`src/design/pcpa_pkg.sv`:
```
`timescale 1ns / 1ps
package pcpa_pkg;

  localparam int DEF_NUM_CPUS   = 8;
  localparam int DEF_NUM_PAGES  = 32768;
  localparam int DEF_PAGE_SHIFT = 12;

  localparam int ADDR_W      = 32;
  localparam int CPU_IN_W    = 3;
  localparam int PADDR_W     = 3;
  localparam int ST_W        = 2;
  localparam int QUEUE_DEPTH = 2;

  localparam logic [ADDR_W-1:0] DEF_LOWER_BOUND = 32'h8000_0000;
  localparam logic [ADDR_W-1:0] DEF_UPPER_BOUND = 32'h8800_0000;

  localparam logic KIND_ALLOC = 1'b0;
  localparam logic KIND_FREE  = 1'b1;

  typedef enum logic [ST_W-1:0] {
    ST_DONE = 2'd0,
    ST_OOM  = 2'd1,
    ST_BAD  = 2'd2
  } status_t;

  // index width for n entries, never below one bit
  function automatic int idx_width(input int n);
    return (n > 1) ? $clog2(n) : 1;
  endfunction

  // fold a cpu number into 0..n-1 by repeated subtraction
  function automatic logic [CPU_IN_W-1:0] cpu_wrap(input logic [CPU_IN_W-1:0] v,
                                                   input int n);
    int r;
    r = int'(v);
    for (int i = 0; i < (1 << CPU_IN_W); i++) begin
      if (r >= n) r = r - n;
    end
    return CPU_IN_W'(r);
  endfunction

endpackage

```
`src/design/pcpa_front.sv`:
```
`timescale 1ns / 1ps
module pcpa_front #(
  parameter int NUM_CPUS   = pcpa_pkg::DEF_NUM_CPUS,
  parameter int NUM_PAGES  = pcpa_pkg::DEF_NUM_PAGES,
  parameter int PAGE_SHIFT = pcpa_pkg::DEF_PAGE_SHIFT,
  localparam int CPU_W  = pcpa_pkg::idx_width(NUM_CPUS),
  localparam int PAGE_W = pcpa_pkg::idx_width(NUM_PAGES),
  localparam int PG_W   = pcpa_pkg::ADDR_W + 1 - PAGE_SHIFT,
  localparam int CMD_W  = 2 + CPU_W + PAGE_W
) (
  input  logic                          clk,
  input  logic                          rst,
  input  logic                          push,
  output logic                          full,
  input  logic                          kind,
  input  logic [pcpa_pkg::CPU_IN_W-1:0] cpu,
  input  logic [pcpa_pkg::ADDR_W-1:0]   page_addr,
  input  logic [pcpa_pkg::ADDR_W-1:0]   lower_bound,
  input  logic [pcpa_pkg::ADDR_W-1:0]   upper_bound,
  input  logic [PG_W-1:0]               base_page,
  input  logic                          cmd_full,
  output logic                          cmd_push,
  output logic [CMD_W-1:0]              cmd_data
);

  logic                          f_valid;
  logic                          f_kind;
  logic [CPU_W-1:0]              f_cpu;
  logic [pcpa_pkg::ADDR_W-1:0]   f_pa;
  logic                          take;
  logic                          misaligned;
  logic                          below;
  logic                          above;
  logic                          too_far;
  logic                          bad;
  logic [PG_W-1:0]               pg;
  logic [31:0]                   pg_ext;

  assign full     = f_valid && cmd_full;
  assign take     = push && !full;
  assign cmd_push = f_valid && !cmd_full;

  // page number relative to the rounded-up lower bound
  assign pg     = {1'b0, f_pa[pcpa_pkg::ADDR_W-1:PAGE_SHIFT]} - base_page;
  assign pg_ext = 32'(pg);

  assign misaligned = |f_pa[PAGE_SHIFT-1:0];
  assign below      = f_pa < lower_bound;
  assign above      = f_pa >= upper_bound;
  assign too_far    = pg_ext >= 32'(NUM_PAGES);
  assign bad        = (f_kind == pcpa_pkg::KIND_FREE) &&
                      (misaligned || below || above || too_far);

  assign cmd_data = {f_kind, bad, f_cpu, pg_ext[PAGE_W-1:0]};

  always_ff @(posedge clk) begin
    if (rst) begin
      f_valid <= 1'b0;
    end else if (take) begin
      f_valid <= 1'b1;
    end else if (cmd_push) begin
      f_valid <= 1'b0;
    end
    if (take) begin
      f_kind <= kind;
      f_cpu  <= CPU_W'(pcpa_pkg::cpu_wrap(cpu, NUM_CPUS));
      f_pa   <= page_addr;
    end
  end

endmodule

```
`config.mk`:
```
export PLATFORM = sky130hd
export DESIGN_NAME = pcpa_front
export DESIGN_NICKNAME = d
export VERILOG_FILES = /design/src/design/pcpa_pkg.sv /design/src/design/pcpa_front.sv
export SDC_FILE = /design/constraint.sdc
export NUM_CORES = 1
export LEC_CHECK = 0
export BUFFER_PORTS_ARGS = -buffer_cell sky130_fd_sc_hd__buf_2
export CAP_MARGIN = 10
export CORE_MARGIN = 3
export CORE_UTILIZATION = 50
export DETAILED_ROUTE_END_ITERATION = 16
export PLACE_DENSITY_LB_ADDON = 0.08
export SYNTH_ARGS = -nofsm -noshare
export SYNTH_HDL_FRONTEND = slang
export SYNTH_SLANG_ARGS = --single-unit
```
`constraint.sdc`:
```
create_clock -name clk -period 4.5 [get_ports clk]
set_input_delay 0.675 -clock clk [delete_from_list [all_inputs] [get_ports clk]]
set_output_delay 0.675 -clock clk [all_outputs]
set_load 0.1 [all_outputs]
```
-- Word-level counts from Yosys, hierarchy flattened
Index checks and enable logic that the tools add are counted.
- register bits after elaboration: 37
- input bits: 125
- output and inout port bits: 22
- word-level logic and storage cells: 21
- add/sub/neg operators: 1
- order comparisons: 3
- mux-type cells: 2
- reduce and logical (&&, ||, !) cells: 11
- operator list (kind ; number):
    $ge 32x32->1 ; 1
    $lt 32x32->1 ; 1
    $ge 21x16->1 const B ; 1
    $sub 20x21->21 ; 1
    $reduce_or 12->1 ; 1
    $logic_and 1x1->1 ; 4
    $logic_or 1x1->1 ; 3
    $logic_not 1->1 ; 2
    $mux 1 ; 2
    $reduce_bool 2->1 ; 1

-- Logic depth before layout (Yosys ltp)
- word-level depth: 5
- gate-level depth with buffers: 12
- depth with buffers taken out: 11

-- Least setup slack after synthesis
Ideal clock, no wire load.
- kind: input port to output port
- start point: in base_page[4]
- end point: out cmd_data[14]
- arrival: 3669 ps
- required time: 3825 ps
- slack: 156 ps
- stages on the path: 10
- buffers on the path: 0
- path through: inv_1 -> ha_1 -> a21o_1 -> a21oi_1 -> a21oi_1 -> o21ai_0 -> nand2b_1 -> a21oi_1 -> o21ai_0 -> xnor2_1
- cells in the longest elaborated chain, start to end: 1
- RTL lines (element ; RTL line ; RTL):
    from (decl) ; pcpa_front.sv:20 ; input logic [PG_W-1:0] base_page,
    $sub 20x21->21 ; pcpa_front.sv:44 ; assign pg = {1'b0, f_pa[pcpa_pkg::ADDR_W-1:PAGE_SHIFT]} - base_page;
    to (decl) ; pcpa_front.sv:23 ; output logic [CMD_W-1:0] cmd_data
Every way passes these cells.

-- Final worst setup path
- start point: in base_page[0]
- end point: out cmd_data[18]
- cells in the longest elaborated chain, start to end: 4
- RTL lines (element ; RTL line ; RTL):
    $sub 20x21->21 ; pcpa_front.sv:44 ;
    $ge 21x16->1 ; pcpa_front.sv:50 ; assign too_far = pg_ext >= 32'(NUM_PAGES);
    $logic_or 1x1->1 ; pcpa_front.sv:52 ; (misaligned || below || above || too_far);
    $logic_and 1x1->1 ; pcpa_front.sv:51 ; assign bad = (f_kind == pcpa_pkg::KIND_FREE) &&
Every way passes these cells.

==> metrics.csv <==
metric;value;unit
post-DR vias/cell;5.12;
post-CTS setup buffer count;0;
number of max-cap violations;0;
final std cells w/o fill;675;
DIE WIDTH;93.4;µm
initial antenna violation count;0;
Post-Syn Area;3820;µm²
DR WL/cell;13.4;µm
Leak;2.58;nW
Critical Path End Type;primary output;
Slowest cell on crit path;fa_1;
CP Launch Type;input pin;
status;completed;
vias;3459;
hpwl dp;7.80;mm
CTS Hold Bufs;0;
routability congestion estimate;0.863;
placed insts;667;
clk sinks;37;
cell row count;31;
worst hold path type;input pin to flip-flop;
clk buf depth;2;
Final Skew;0.00829;ns
Mapped Nets;634;
most common cell after layout, fill and taps aside;buf_2;
Slew @ Worst Pin;1.05;ns
core area;7330;µm²
Area growth, synth to finish;24.5;%
Buffers on Ports;146;
detailed-route wire length;9.05;mm
Die Y;93.4;µm
pwr/cell area;272;nW/µm²
number of buffers created by CTS;5;
f_max;253;MHz
Critical path buffers and inverters;2;
Distinct cells, synth;44;
Synth Register Bits;37;
GRT Total Usage;20.8;%
R2R depth;2;
global-route wire length before repair;14.6;mm
Final Max Slew Viols;0;
top-area cell type share of the netlist area;28.3;%
synthesized area per cell;8.98;µm²
post-route ant nets;0;
CTS tree;done;
synth warn;0;
die area;8720;µm²
FILL cells;640;
register-to-register setup slack;2.81;ns
setup TNS;0;ns
Seq/Total Area, Yosys;28.8;%
most frequent cells in the layout;buf_2, inv_1, ha_1, edfxtp_1, a21oi_1;
Synth area leaders;edfxtp_1, ha_1, inv_1;
CTS resizes;0;
num ports;147;
DRT Pass-1 Iters;4;
Most used DFF post-synth;edfxtp_1;
ys async rst share;0;%
Multi-input gate area;2370;µm²
Reg clk slew, reported paths;0.08;ns
Worst EP arrival;3.28;ns
largest net degree at the start of global routing;37;
RR Endpoint;f_pa[14];
Residual DRC;0;
Clk Latency, worst-skew pair;0.30;ns
Hold Crit Depth;2;
final worst path period need;3.95;ns
Starting Density;52.1;%
WS Path Type;input pin to primary output;
Reg area;1100;µm²
endpoint required time on the critical path;3.83;ns
Worst VDD drop;0.167;mV
gr ovfl total;0;
H-tree depth;2;
hold path start;rst;
cell taking the most area after synthesis;edfxtp_1;
Worst R2R Start;f_valid;
final setup violation count;0;
Hold Violations, Final;0;
RSZ-0062 raised after global routing;false;
Nets;784;
share of cells above drive strength 1;27.8;%
Worst Hold End;f_valid;
vias in the first global route;3389;
antenna cell count;0;
CP peak stage delay;0.41;ns
hold slack;0.528;ns
Post-synth EDFFs;36;
initial DRC count;117;
worst path cell trace;buf_2, ha_1, fa_1, nor2b_1, o2111ai_1, a21oi_1, o21ai_0, a21oi_1, mux2i_1, o2111ai_1, o31a_1, buf_2;
Slew HR;29.8;%
Root Driver;clkbuf_8;
CP max FO;2;
CP top delay family;compound AO/OA/AOI/OAI gates;
final period utilization;87.8;%
Mapped Cells;425;
kinds of logic (layout without fill, tap and decap cells):
group                    after synthesis  after routing  synth area share [%]
AO/OA/AOI/OAI                        102            102                  17.5
AND/OR/NAND/NOR                       95             95                  13.2
buffers and inverters                 92            243                  9.24
adder cells (fa/ha/maj)               84             84                  27.7
flip-flops                            37             37                  28.8
XOR/XNOR                              14             14                  3.21
multiplexers                           1              1                 0.262
cell type report:
type	instances	area share [%]
well taps	99	2.61
clock inverters	3	0.526
flip-flops and latches	37	23.2
repair buffers	146	15.4
inverters	89	7.03
multi-input cells	296	49.9
clock buffers	5	1.45
state kept, by name (all words and copies together) (netlist names):
| register | cells |
|---|---|
| f_pa | 32 |
| f_cpu | 3 |
| f_kind | 1 |
| f_valid | 1 |
Yosys cell counts, drive strengths merged (7+ instances only):
cell    count
inv        89
ha         83
edfxtp     36
a21oi      33
nor2       22
nand2      21
o21ai      17
a21o       16
xnor2      12
nor3       10
nand4       8
nand2b      7
nor2b       7
worst max path at each step:
| stage | from | end | depth (start not counted) |
|---|---|---|---|
| floorplan | base_page[4] | cmd_data[14] | 10 |
| global placement | base_page[0] | cmd_data[18] | 12 |
| detailed placement | base_page[0] | cmd_data[18] | 12 |
| CTS | base_page[0] | cmd_data[18] | 12 |
| global route | f_pa[12] | cmd_data[18] | 12 |
| finish | base_page[0] | cmd_data[18] | 12 |
stage by stage:
step                      cell area, µm²  total power, mW  setup WS, ns  util [%]
after CTS                           4750             1.31         0.565      64.9
after floorplan                     3820            0.903         0.156         -
after detailed placement            4660             1.05         0.565      63.6
after global placement              4660             1.04         0.631      63.6
after global routing                4750             1.37         0.318      64.9
final                               4750             1.29         0.547      64.9
power breakdown:
group / internal (mW) / total [mW] / leakage (nW) / switching (mW)
sequential: 0.403 / 0.421 / 0.357 / 0.0182
clock: 0.113 / 0.256 / 0.0452 / 0.143
combinational: 0.187 / 0.617 / 2.17 / 0.430
layer usage:
layer,global-route usage [%],vias up,part of all wire (%)
li1,-,1809,-
met1,26.8,1523,44
met2,34.7,110,46
met3,4.75,17,7.6
met4,6.35,0,2.1
met5,0,-,0
(Power assumes the default switching activity.)
