## src/design/pcpa_pkg.sv

```systemverilog
`timescale 1ns / 1ps
package pcpa_pkg;

  localparam int DEF_NUM_CPUS   = 8;
  localparam int DEF_NUM_PAGES  = 32768;
  localparam int DEF_PAGE_SHIFT = 12;

  localparam int ADDR_W      = 32;
  localparam int CPU_IN_W    = 3;
  localparam int PADDR_W     = 3;
  localparam int ST_W        = 2;
  localparam int QUEUE_DEPTH = 2;

  localparam logic [ADDR_W-1:0] DEF_LOWER_BOUND = 32'h8000_0000;
  localparam logic [ADDR_W-1:0] DEF_UPPER_BOUND = 32'h8800_0000;

  localparam logic KIND_ALLOC = 1'b0;
  localparam logic KIND_FREE  = 1'b1;

  typedef enum logic [ST_W-1:0] {
    ST_DONE = 2'd0,
    ST_OOM  = 2'd1,
    ST_BAD  = 2'd2
  } status_t;

  // index width for n entries, never below one bit
  function automatic int idx_width(input int n);
    return (n > 1) ? $clog2(n) : 1;
  endfunction

  // fold a cpu number into 0..n-1 by repeated subtraction
  function automatic logic [CPU_IN_W-1:0] cpu_wrap(input logic [CPU_IN_W-1:0] v,
                                                   input int n);
    int r;
    r = int'(v);
    for (int i = 0; i < (1 << CPU_IN_W); i++) begin
      if (r >= n) r = r - n;
    end
    return CPU_IN_W'(r);
  endfunction

endpackage

```

## src/design/pcpa_queue.sv

```systemverilog
`timescale 1ns / 1ps
module pcpa_queue #(
  parameter int W     = 8,
  parameter int DEPTH = pcpa_pkg::QUEUE_DEPTH
) (
  input  logic         clk,
  input  logic         rst,
  input  logic         push,
  input  logic [W-1:0] din,
  output logic         full,
  input  logic         pop,
  output logic [W-1:0] dout,
  output logic         empty
);

  localparam int AW = pcpa_pkg::idx_width(DEPTH);
  localparam int CW = $clog2(DEPTH + 1);

  logic [W-1:0]  slots [DEPTH];
  logic [AW-1:0] wr_ptr;
  logic [AW-1:0] rd_ptr;
  logic [CW-1:0] count;
  logic          do_push;
  logic          do_pop;

  assign full    = (count == CW'(DEPTH));
  assign empty   = (count == '0);
  assign do_push = push && !full;
  assign do_pop  = pop && !empty;
  assign dout    = slots[rd_ptr];

  always_ff @(posedge clk) begin
    if (rst) begin
      wr_ptr <= '0;
      rd_ptr <= '0;
      count  <= '0;
    end else begin
      if (do_push) begin
        wr_ptr <= (wr_ptr == AW'(DEPTH - 1)) ? '0 : wr_ptr + 1'b1;
      end
      if (do_pop) begin
        rd_ptr <= (rd_ptr == AW'(DEPTH - 1)) ? '0 : rd_ptr + 1'b1;
      end
      if (do_push && !do_pop) count <= count + 1'b1;
      else if (do_pop && !do_push) count <= count - 1'b1;
    end
  end

  always_ff @(posedge clk) begin
    if (do_push) slots[wr_ptr] <= din;
  end

endmodule

```

## config.mk

```make
export PLATFORM = sky130hd
export DESIGN_NAME = pcpa_queue
export DESIGN_NICKNAME = d
export VERILOG_FILES = /design/src/design/pcpa_pkg.sv /design/src/design/pcpa_queue.sv
export SDC_FILE = /design/constraint.sdc
export NUM_CORES = 1
export LEC_CHECK = 0
export BUFFER_PORTS_ARGS = -buffer_cell sky130_fd_sc_hd__buf_2
export CORE_MARGIN = 2
export CORE_UTILIZATION = 35
export DETAILED_ROUTE_END_ITERATION = 10
export GPL_TIMING_DRIVEN = 1
export REMOVE_ABC_BUFFERS = 1
export SYNTH_ARGS = -nofsm -noshare
export SYNTH_HDL_FRONTEND = slang
export SYNTH_SLANG_ARGS = --single-unit
```

## constraint.sdc

```tcl
create_clock -name clk -period 1.31 [get_ports clk]
set_input_delay 0.131 -clock clk [delete_from_list [all_inputs] [get_ports clk]]
set_output_delay 0.131 -clock clk [all_outputs]
set_load 0.02 [all_outputs]
```

# [After elaboration in Yosys (flattened, before gate mapping)]
# Memory sizes are Yosys's and may differ from the RTL's. A register that Yosys moved wholly into a read port is not among the register bits.
# Index checks and enable logic that the tools add are counted.
[word_totals] register_bits=4 ram_bits=16 wordCells=27 memories=1
[classes] add_sub_neg=4 n_eq_ne=1 mux=8 n_reduce_logical=10
[memory_table] name="slots" depth=2 word_bits=8 rd=1 rd_clocked_by_memory_dff=1 write_ports=1 line="pcpa_queue.sv:19" source="logic [W-1:0] slots [DEPTH];"
[op_table] op="$mux 1" count=6
[op_table] op="$logic_and 1x1->1" count=4
[op_table] op="$logic_not 1->1" count=4
[op_table] op="$mux 2" count=2
[op_table] op="$add 1x1->1 const B" count=2
[op_table] op="$add 2x1->2 const B" count=1
[op_table] op="$eq 2x2->1 const B" count=1
[op_table] op="$logic_not 2->1" count=1
[op_table] op="$reduce_bool 2->1" count=1
[op_table] op="$sub 2x1->2 const B" count=1

# [Longest topological paths before layout]
# Gate-level depths: netlist of run 1.
[logic_depth] depth_word=7 ltp_mapped=6 mapped_depth_nobuf=6

# [Least setup slack after synthesis of run 1]
# No wires, ideal clock.
[synth_path] path_type="reg2reg" startpoint="reg count[1]" endpoint="reg count[1]" arrival_ns=1.517 setup_slack_ns=-0.277 path_stages_with_launch=6 n_path_buf=0 period_less_slack_ns=1.587 path_cell_list="dfxtp_1 -> nor2b_2 -> nor2_1 -> ha_1 -> or3_1 -> a21oi_1"
[synth_between] elab_chain_len=6 elab_cells_between_ends=15
[synth_rtl] element="from (decl)" line="pcpa_queue.sv:22" source="logic [CW-1:0] count;"
[synth_rtl] element="from (signal assigned)" line="pcpa_queue.sv:44" source="if (do_push && !do_pop) count <= count + 1'b1;"
[synth_rtl] element="from (signal assigned)" line="pcpa_queue.sv:45" source="else if (do_pop && !do_push) count <= count - 1'b1;"
[synth_rtl] element="$eq 2x2->1 *" line="pcpa_queue.sv:26" source="assign full = (count == CW'(DEPTH));"
[synth_rtl] element="named net full" line="pcpa_queue.sv:10" source="output logic full,"
[synth_rtl] element="$logic_not 1->1 *" line="pcpa_queue.sv:28" source="assign do_push = push && !full;"
[synth_rtl] element="$logic_and 1x1->1 *" line="pcpa_queue.sv:28"
[synth_rtl] element="$logic_not 1->1" line="pcpa_queue.sv:45"
[synth_rtl] element="$logic_and 1x1->1" line="pcpa_queue.sv:45"
[synth_rtl] element="$reduce_bool 2->1 (no source line)"
# The timed path passes the listed nets; every way through them passes the cells marked *. The select of a mux whose other input is x is not followed.
# A chain may end at the register's enable or synchronous reset.

# [Worst setup path in the final report of run 1]
[layout_path] startpoint="reg count[1]" endpoint="reg count[1]"
[layout_between] elab_chain_len=6 elab_cells_between_ends=15
[layout_rtl] element="$eq 2x2->1 or $logic_not 2->1 (tied branches)" line="pcpa_queue.sv:26, pcpa_queue.sv:27"
[layout_rtl] element="$logic_not 1->1 (on tied branches)" line="pcpa_queue.sv:28, pcpa_queue.sv:29"
[layout_rtl] element="$logic_and 1x1->1 (on tied branches)" line="pcpa_queue.sv:28, pcpa_queue.sv:29"
[layout_rtl] element="$logic_not 1->1 (on tied branches)" line="pcpa_queue.sv:45, pcpa_queue.sv:44"
[layout_rtl] element="$logic_and 1x1->1 (on tied branches)" line="pcpa_queue.sv:45, pcpa_queue.sv:44"
[layout_rtl] element="$reduce_bool 2->1 (no source line) or $mux 2 (tied branches)"
# Several ways; a longest one is shown, not always the timed one. The select of a mux whose other input is x is not followed.

==> run_summary.xml, run 1 <==
<?xml version="1.0" encoding="UTF-8"?>
<metrics>
  <group name="outcome">
    <metric name="outcome" unit="">complete, but fails checks</metric>
    <metric name="failed_checks" unit="">setup timing</metric>
  </group>
  <group name="die">
    <metric name="rows" unit="">17</metric>
    <metric name="die_width" unit="um">51.6</metric>
    <metric name="initial_utilization" unit="%">36.6</metric>
    <metric name="core" unit="sq mm">0.00217</metric>
    <metric name="io_pins" unit="">22</metric>
    <metric name="die_area" unit="sq mm">0.00266</metric>
    <metric name="die-height" unit="um">51.6</metric>
  </group>
  <group name="detailed_routing">
    <metric name="drt-wirelength-per-cell" unit="um">13.1</metric>
    <metric name="routed_via_density" unit="">4.49</metric>
    <metric name="initialDrtViolationCount" unit="">4</metric>
    <metric name="first_pass_iters" unit="">4</metric>
    <metric name="drcViolationCount" unit="">0</metric>
    <metric name="detail_route.wirelength" unit="mm">1.55</metric>
    <metric name="vias" unit="">530</metric>
    <metric name="antenna_violating_nets_post_route" unit="">0</metric>
  </group>
  <group name="finish">
    <metric name="finalNetCount" unit="">104</metric>
    <metric name="area_delta_synth_final" unit="%">55.8</metric>
    <metric name="mostFrequentLayoutCells" unit="">16 x edfxtp_1, 12 x buf_2, 8 x mux2_4, 8 x buf_6, 8 x buf_4</metric>
    <metric name="antenna_cells" unit="">0</metric>
    <metric name="num-fill-cells" unit="">187</metric>
    <metric name="multi_input_comb_area" unit="sq um">259</metric>
    <metric name="mostFrequentLayoutCell" unit="">edfxtp_1</metric>
    <metric name="drive_gt1_share" unit="%">56.7</metric>
    <metric name="layout.core_utilization" unit="%">57.0</metric>
    <metric name="register_area" unit="sq um">587</metric>
  </group>
  <group name="logic_synthesis">
    <metric name="avgSynthCellArea" unit="sq um">15.9</metric>
    <metric name="post_synth_inst_count" unit="">50</metric>
    <metric name="synthesis.area" unit="sq um">793</metric>
    <metric name="synth-seq-cells" unit="">21</metric>
    <metric name="synthDistinctLibCells" unit="">13</metric>
    <metric name="ys_warn_count" unit="">0</metric>
    <metric name="synth_sequential_area_ratio" unit="%">73.2</metric>
  </group>
  <group name="cts">
    <metric name="clk_pin_slew_worst_paths" unit="ns">0.11</metric>
    <metric name="cts_tree" unit="">yes</metric>
    <metric name="cts_num_sinks" unit="">21</metric>
    <metric name="worst_skew_pair.late_latency" unit="ns">0.30</metric>
    <metric name="cts_buffer_count" unit="">3</metric>
    <metric name="cts_max_level" unit="">1</metric>
    <metric name="clk_root_buffer_cell" unit="">clkbuf_4</metric>
    <metric name="cts_buffer_depth" unit="">2</metric>
  </group>
  <group name="global_routing">
    <metric name="gr-usage-all-layers" unit="%">11.8</metric>
    <metric name="grt_pass1_vias" unit="">480</metric>
    <metric name="grt_pass1_wl" unit="mm">2.11</metric>
    <metric name="grt_max_degree" unit="">13</metric>
    <metric name="antenna_found_initial" unit="">0</metric>
    <metric name="global_route_overflow" unit="">0</metric>
  </group>
  <group name="worst_setup_path">
    <metric name="timing.setup.critical_path_class" unit="">reg2reg</metric>
    <metric name="critPathArrivalTime" unit="ns">1.65</metric>
    <metric name="critPathLaunchType" unit="">flip-flop</metric>
    <metric name="path_max_fanout" unit="">3</metric>
    <metric name="endpoint_kind" unit="">flip-flop</metric>
    <metric name="worst_ep_required_time" unit="ns">1.55</metric>
  </group>
  <group name="timing">
    <metric name="finalCriticalPeriod" unit="ns">1.42</metric>
    <metric name="timing.final.ws_setup" unit="ns">-0.106</metric>
    <metric name="slew_headroom" unit="%">86.8</metric>
    <metric name="timing.final.crit_share" unit="%">108</metric>
    <metric name="fmax" unit="MHz">706</metric>
    <metric name="drv_slew" unit="">0</metric>
    <metric name="unrepaired_setup_endpoints_after_global_routing" unit="">true</metric>
    <metric name="max_slew.worst_pin.slew" unit="ns">0.197</metric>
    <metric name="timing_hold_violations_final" unit="">0</metric>
    <metric name="finalSetupTns" unit="ns">-1.01</metric>
    <metric name="skew" unit="ns">0.00719</metric>
    <metric name="setup-violations-final" unit="">18</metric>
  </group>
  <group name="placed_design">
    <metric name="place.gp.congestion" unit="">0.643</metric>
    <metric name="dp_slack" unit="ns">-0.131</metric>
    <metric name="post-dp-hpwl" unit="um">951</metric>
    <metric name="portBuffers" unit="">21</metric>
  </group>
  <group name="power">
    <metric name="total_leakage_power" unit="uW">0.000510</metric>
    <metric name="power.density" unit="mW/mm^2">1880</metric>
    <metric name="max-vdd-ir-drop" unit="uV">1190</metric>
    <metric name="design_power_total" unit="uW">2320</metric>
  </group>
  <group name="worst_hold_path">
    <metric name="worst_hold_check_path_type" unit="">in2reg</metric>
  </group>
  <group name="job">
    <metric name="maxCapViolations" unit="">0</metric>
  </group>
</metrics>
==> final timing paths <==
kind / from / to / slack, ns / cells past startpoint
hold / removal: din[0] / slots[0][0] / 0.03 / 1
hold reg to reg: rd_ptr / flip-flop / 0.51 / 2
setup / recovery: count[1] / count[1] / -0.11 / 5
setup reg to reg: count[1] / count[1] / -0.11 / 5
==> through the flow <==
| step | std cells | instance area [sq um] | hold slack, ns |
|---|---|---|---|
| finish | 118 | 1240 | 0.0337 |
| global route | 118 | 1240 | 0.0116 |
| CTS | 109 | 1050 | 0.00324 |
| detailed placement | 104 | 998 | 0.323 |
| global placement | 104 | 998 | 0.321 |
| floorplan | 49 | 788 | 0.200 |
==> cell type report <==
cell class | instances | share of cell area [%]
multi-input combinational | 26 | 21.0
clock inverter | 1 | 0.405
timing repair buffer | 37 | 25.9
clock buffer | 3 | 1.82
inverter | 2 | 0.607
sequential | 21 | 47.5
tap | 28 | 2.83
==> worst max-delay path, stage by stage (launching register included) <==
cell and delay (ns):
dfxtp_2 0.35, nor2b_4 0.13, nor2_2 0.17, ha_4 0.23, or3_1 0.34, a21oi_1 0.12
==> Yosys cell counts <==
cell,number,share of area (%)
a21oi_1,2,1.3
and2_1,1,0.79
buf_2,1,0.63
dfxtp_1,5,13
edfxtp_1,16,61
ha_1,1,1.6
inv_1,2,0.95
mux2_2,8,11
nor2_1,5,2.4
nor2b_2,1,1.1
o21ai_0,3,1.9
or3_1,2,1.6
xor2_1,3,3.3
==> repair_timing <==
item,in CTS,in global routing
pin swaps,3,1
setup buffers,1,2
setup endpoints to repair,18,19
resized for setup,9,28
endpoints found under the hold margin,0,12
hold buffers,0,7
==> registers in the layout, indices dropped and copies added (netlist names), named ones only <==
signal	count
slots	16
wr_ptr	1
count	2
rd_ptr	1
==> cell families after synthesis <==
kind of cell / after synthesis / share of synthesized area [%]
mux: 8 / 11.4
simple gates: 9 / 5.84
buf+inv: 3 / 1.58
flops: 21 / 73.2
fa+ha+maj: 1 / 1.58
xor+xnor: 3 / 3.31
compound gates: 5 / 3.15
==> power breakdown <==
| part | switching (uW) | internal, uW |
|---|---|---|
| Clock | 187 | 114 |
| Sequential | 110 | 864 |
| Combinational | 435 | 609 |
==> per-layer routing <==
| metal | part of all wire, % | routed length [um] | global-route usage [%] |
|---|---|---|---|
| met1 | 40 | 624 | 12.4 |
| met2 | 54 | 831 | 20.5 |
| met3 | 5.0 | 77 | 4.02 |
| met4 | 1.1 | 17 | 6.58 |
| met5 | 0 | 0 | 0 |
(Power assumes the default switching activity.)
==> run 2, diff against run 1 <==
--- a/config.mk
+++ b/config.mk
@@ -5,6 +5,7 @@
 export SDC_FILE = /design/constraint.sdc
 export NUM_CORES = 1
 export LEC_CHECK = 0
+export ABC_AREA = 1
 export BUFFER_PORTS_ARGS = -buffer_cell sky130_fd_sc_hd__buf_2
 export CORE_MARGIN = 2
 export CORE_UTILIZATION = 35
==> run 2 against run 1 <==
Via count increased by 3.8%. Fmax up 5.2%. The run still ends with setup timing left. Largest cell class unchanged. Wire length fell by 7.7%. Critical path depth decreased by 2.
==> run_summary.xml, run 2 <==
<?xml version="1.0" encoding="UTF-8"?>
<metrics>
  <group name="cts">
    <metric name="worst_skew_pair.late_latency" unit="ns">0.30</metric>
    <metric name="cts_buffer_count" unit="">3</metric>
    <metric name="cts_max_level" unit="">1</metric>
    <metric name="cts_num_sinks" unit="">21</metric>
    <metric name="cts_buffer_depth" unit="">2</metric>
    <metric name="cts_tree" unit="">yes</metric>
    <metric name="clk_root_buffer_cell" unit="">clkbuf_4</metric>
    <metric name="clk_pin_slew_worst_paths" unit="ns">0.11</metric>
  </group>
  <group name="job">
    <metric name="maxCapViolations" unit="">0</metric>
  </group>
  <group name="logic_synthesis">
    <metric name="synth-seq-cells" unit="">21</metric>
    <metric name="synth.cells.most_frequent" unit="">16 x edfxtp_1, 9 x nor2_1, 8 x mux2_2</metric>
    <metric name="netlist_top_cells_area" unit="">edfxtp_1 58%, dfxtp_1 12%, mux2_2 11%</metric>
    <metric name="post_synth_inst_count" unit="">62</metric>
    <metric name="async_flop_share" unit="%">0</metric>
    <metric name="synth_enable_flop_cells" unit="">16</metric>
    <metric name="synthesis.area" unit="sq um">828</metric>
    <metric name="netlist.top_cell.by_area" unit="">edfxtp_1</metric>
    <metric name="synthDominantCellAreaShare" unit="%">58.0</metric>
    <metric name="avgSynthCellArea" unit="sq um">13.4</metric>
    <metric name="synthDistinctLibCells" unit="">16</metric>
    <metric name="synth_sequential_area_ratio" unit="%">70.1</metric>
    <metric name="synth_most_common_cell" unit="">edfxtp_1</metric>
    <metric name="dominantRegCellSynth" unit="">edfxtp_1</metric>
    <metric name="ys_warn_count" unit="">0</metric>
  </group>
  <group name="global_routing">
    <metric name="gr-usage-all-layers" unit="%">12.0</metric>
    <metric name="antenna_found_initial" unit="">0</metric>
    <metric name="gr-max-usage-layer" unit="">met2</metric>
    <metric name="grt_util_met2" unit="%">21.3</metric>
    <metric name="grt_max_degree" unit="">13</metric>
    <metric name="grt_pass1_vias" unit="">574</metric>
    <metric name="grt_use_met3" unit="%">2.00</metric>
    <metric name="grt_pass1_wl" unit="mm">2.30</metric>
    <metric name="global_route_overflow" unit="">0</metric>
    <metric name="use_met1" unit="%">12.9</metric>
  </group>
  <group name="worst_setup_path">
    <metric name="worst_ep_required_time" unit="ns">1.18</metric>
    <metric name="critPathLaunchType" unit="">flip-flop</metric>
    <metric name="path_max_fanout" unit="">4</metric>
    <metric name="timing.setup.critical_path_class" unit="">reg2out</metric>
    <metric name="endpoint_kind" unit="">output pin</metric>
    <metric name="critPathArrivalTime" unit="ns">1.21</metric>
  </group>
  <group name="detailed_routing">
    <metric name="detail_route.wirelength" unit="mm">1.43</metric>
    <metric name="first_pass_iters" unit="">4</metric>
    <metric name="vias" unit="">550</metric>
    <metric name="initialDrtViolationCount" unit="">7</metric>
    <metric name="drt-wirelength-per-cell" unit="um">11.6</metric>
    <metric name="drcViolationCount" unit="">0</metric>
    <metric name="routed_via_density" unit="">4.47</metric>
    <metric name="antenna_violating_nets_post_route" unit="">0</metric>
  </group>
  <group name="timing">
    <metric name="drv_slew" unit="">0</metric>
    <metric name="skew" unit="ns">0.00506</metric>
    <metric name="fmax" unit="MHz">743</metric>
    <metric name="timing_hold_violations_final" unit="">0</metric>
    <metric name="slew_headroom" unit="%">88.9</metric>
    <metric name="max_slew.worst_pin.slew" unit="ns">0.167</metric>
    <metric name="timing.final.crit_share" unit="%">103</metric>
    <metric name="finalCriticalPeriod" unit="ns">1.35</metric>
    <metric name="timing.final.ws_setup" unit="ns">-0.0353</metric>
    <metric name="unrepaired_setup_endpoints_after_global_routing" unit="">true</metric>
    <metric name="setup-violations-final" unit="">8</metric>
  </group>
  <group name="power">
    <metric name="clock_power_share" unit="%">13.8</metric>
    <metric name="combinational_power_share" unit="%">44.3</metric>
    <metric name="power.density" unit="mW/mm^2">1890</metric>
    <metric name="power_switching" unit="uW">715</metric>
    <metric name="total_leakage_power" unit="uW">0.000501</metric>
    <metric name="p_int" unit="uW">1450</metric>
    <metric name="netSwitchingFraction" unit="%">33.0</metric>
    <metric name="seqPwrFrac" unit="%">42.0</metric>
    <metric name="max-vdd-ir-drop" unit="uV">1250</metric>
  </group>
  <group name="placed_design">
    <metric name="dp_slack" unit="ns">-0.0282</metric>
    <metric name="post-dp-hpwl" unit="mm">1.06</metric>
    <metric name="postPlaceCellArea" unit="sq mm">0.00102</metric>
    <metric name="place.gp.congestion" unit="">0.743</metric>
    <metric name="portBuffers" unit="">21</metric>
  </group>
  <group name="finish">
    <metric name="drive_gt1_share" unit="%">53.7</metric>
    <metric name="register_containing_the_most_flip_flops_in_the_final_layout" unit="">slots</metric>
    <metric name="layout_top_registers" unit="">slots x16, count x2</metric>
    <metric name="finalNetCount" unit="">109</metric>
    <metric name="mostFrequentLayoutCells" unit="">16 x edfxtp_1, 13 x buf_2, 10 x buf_6</metric>
    <metric name="layout.cell_area.non_filler" unit="sq mm">0.00115</metric>
    <metric name="area_delta_synth_final" unit="%">38.7</metric>
    <metric name="antenna_cells" unit="">0</metric>
    <metric name="mostFrequentLayoutCell" unit="">edfxtp_1</metric>
    <metric name="largest_register_ffs" unit="">16</metric>
  </group>
  <group name="die">
    <metric name="initial_utilization" unit="%">37.1</metric>
    <metric name="core" unit="sq mm">0.00223</metric>
    <metric name="rows" unit="">17</metric>
    <metric name="io_pins" unit="">22</metric>
    <metric name="die_width" unit="um">52.6</metric>
    <metric name="die_area" unit="sq mm">0.00277</metric>
    <metric name="die-height" unit="um">52.6</metric>
  </group>
  <group name="worst_hold_path">
    <metric name="worst_hold_check_path_type" unit="">in2reg</metric>
  </group>
  <group name="outcome">
    <metric name="failed_checks" unit="">setup timing</metric>
    <metric name="outcome" unit="">complete, but fails checks</metric>
  </group>
</metrics>
==> run 2: cell count changes after synthesis, moves of 2 or more <==
cell,change
inv_2,+2
nor2_1,+4
o21ai_2,+2
xor2_1,-3
nand2_1,+4
or3_1,-2
inv_1,+5
==> run 2: cells by family (layout without fill, tap and decap cells) <==
logic type / after synthesis / count (layout) / synth area share (%)
DFF: 21 / 21 / 70.1
and+or+nand+nor: 16 / 16 / 8.31
buffers and inverters: 10 / 43 / 4.68
muxes: 8 / 8 / 10.9
AOI/OAI and AO/OA: 6 / 6 / 4.53
adders and majority gates: 1 / 1 / 1.51
==> run 2: layout make-up <==
type | instances | area [sq um]
clock buffers | 3 | 22.5
clock inverters | 1 | 5.00
fillers | 211 | 1080
inverters | 9 | 33.8
multi-input cells | 31 | 239
flip-flops and latches | 21 | 583
well taps | 28 | 35.0
repair buffers | 30 | 230
==> run 2: repair_timing <==
action                     in CTS  in global routing
buffers inserted                1                  0
pin swaps                       1                  1
setup endpoints to repair       9                 16
hold buffers                    0                  0
gates resized for setup        28                  3
==> run 2: worst paths after layout <==
kind	to	cells past startpoint	slack, ns	from
hold / removal	slots[0][1]	1	0.01	din[1]
setup reg to reg	count[1]	7	0.04	count[1]
hold reg to reg	wr_ptr	2	0.54	wr_ptr
setup / recovery	dout[2]	3	-0.04	flip-flop
==> run 2: per-stage QoR <==
stage	TNS, ns	hold WS (ns)	cells	power, uW	util [%]
2_1_floorplan	-0.178	0.230	61	1400	-
3_3_place_gp	0	0.320	118	1670	45.8
3_5_place_dp	-0.0282	0.325	118	1690	45.8
4_1_cts	-0.368	0.00252	123	2190	51.4
5_1_grt	-0.644	0.000126	123	2300	51.4
6_report	-0.216	0.0142	123	2170	51.4
==> run 2: power groups by stage <==
| stage | Clock, uW | Combinational (uW) | Sequential (uW) |
|---|---|---|---|
| floorplan | 0 | 466 | 937 |
| global placement | 0 | 762 | 908 |
| detailed placement | 0 | 779 | 914 |
| CTS | 316 | 964 | 907 |
| global route | 331 | 1050 | 923 |
| finish | 299 | 960 | 910 |
==> run 2: critical path, stage by stage, from the launching register on <==
cell	delay [ns]
dfxtp_2	0.36
buf_6	0.13
mux2_4	0.30
buf_6	0.13
==> run 2: per-layer routing <==
| metal | vias up | routed length (um) |
|---|---|---|
| li1 | 279 | - |
| met1 | 254 | 588 |
| met2 | 15 | 766 |
| met3 | 2 | 64 |
| met4 | 0 | 13 |
| met5 | - | 0 |
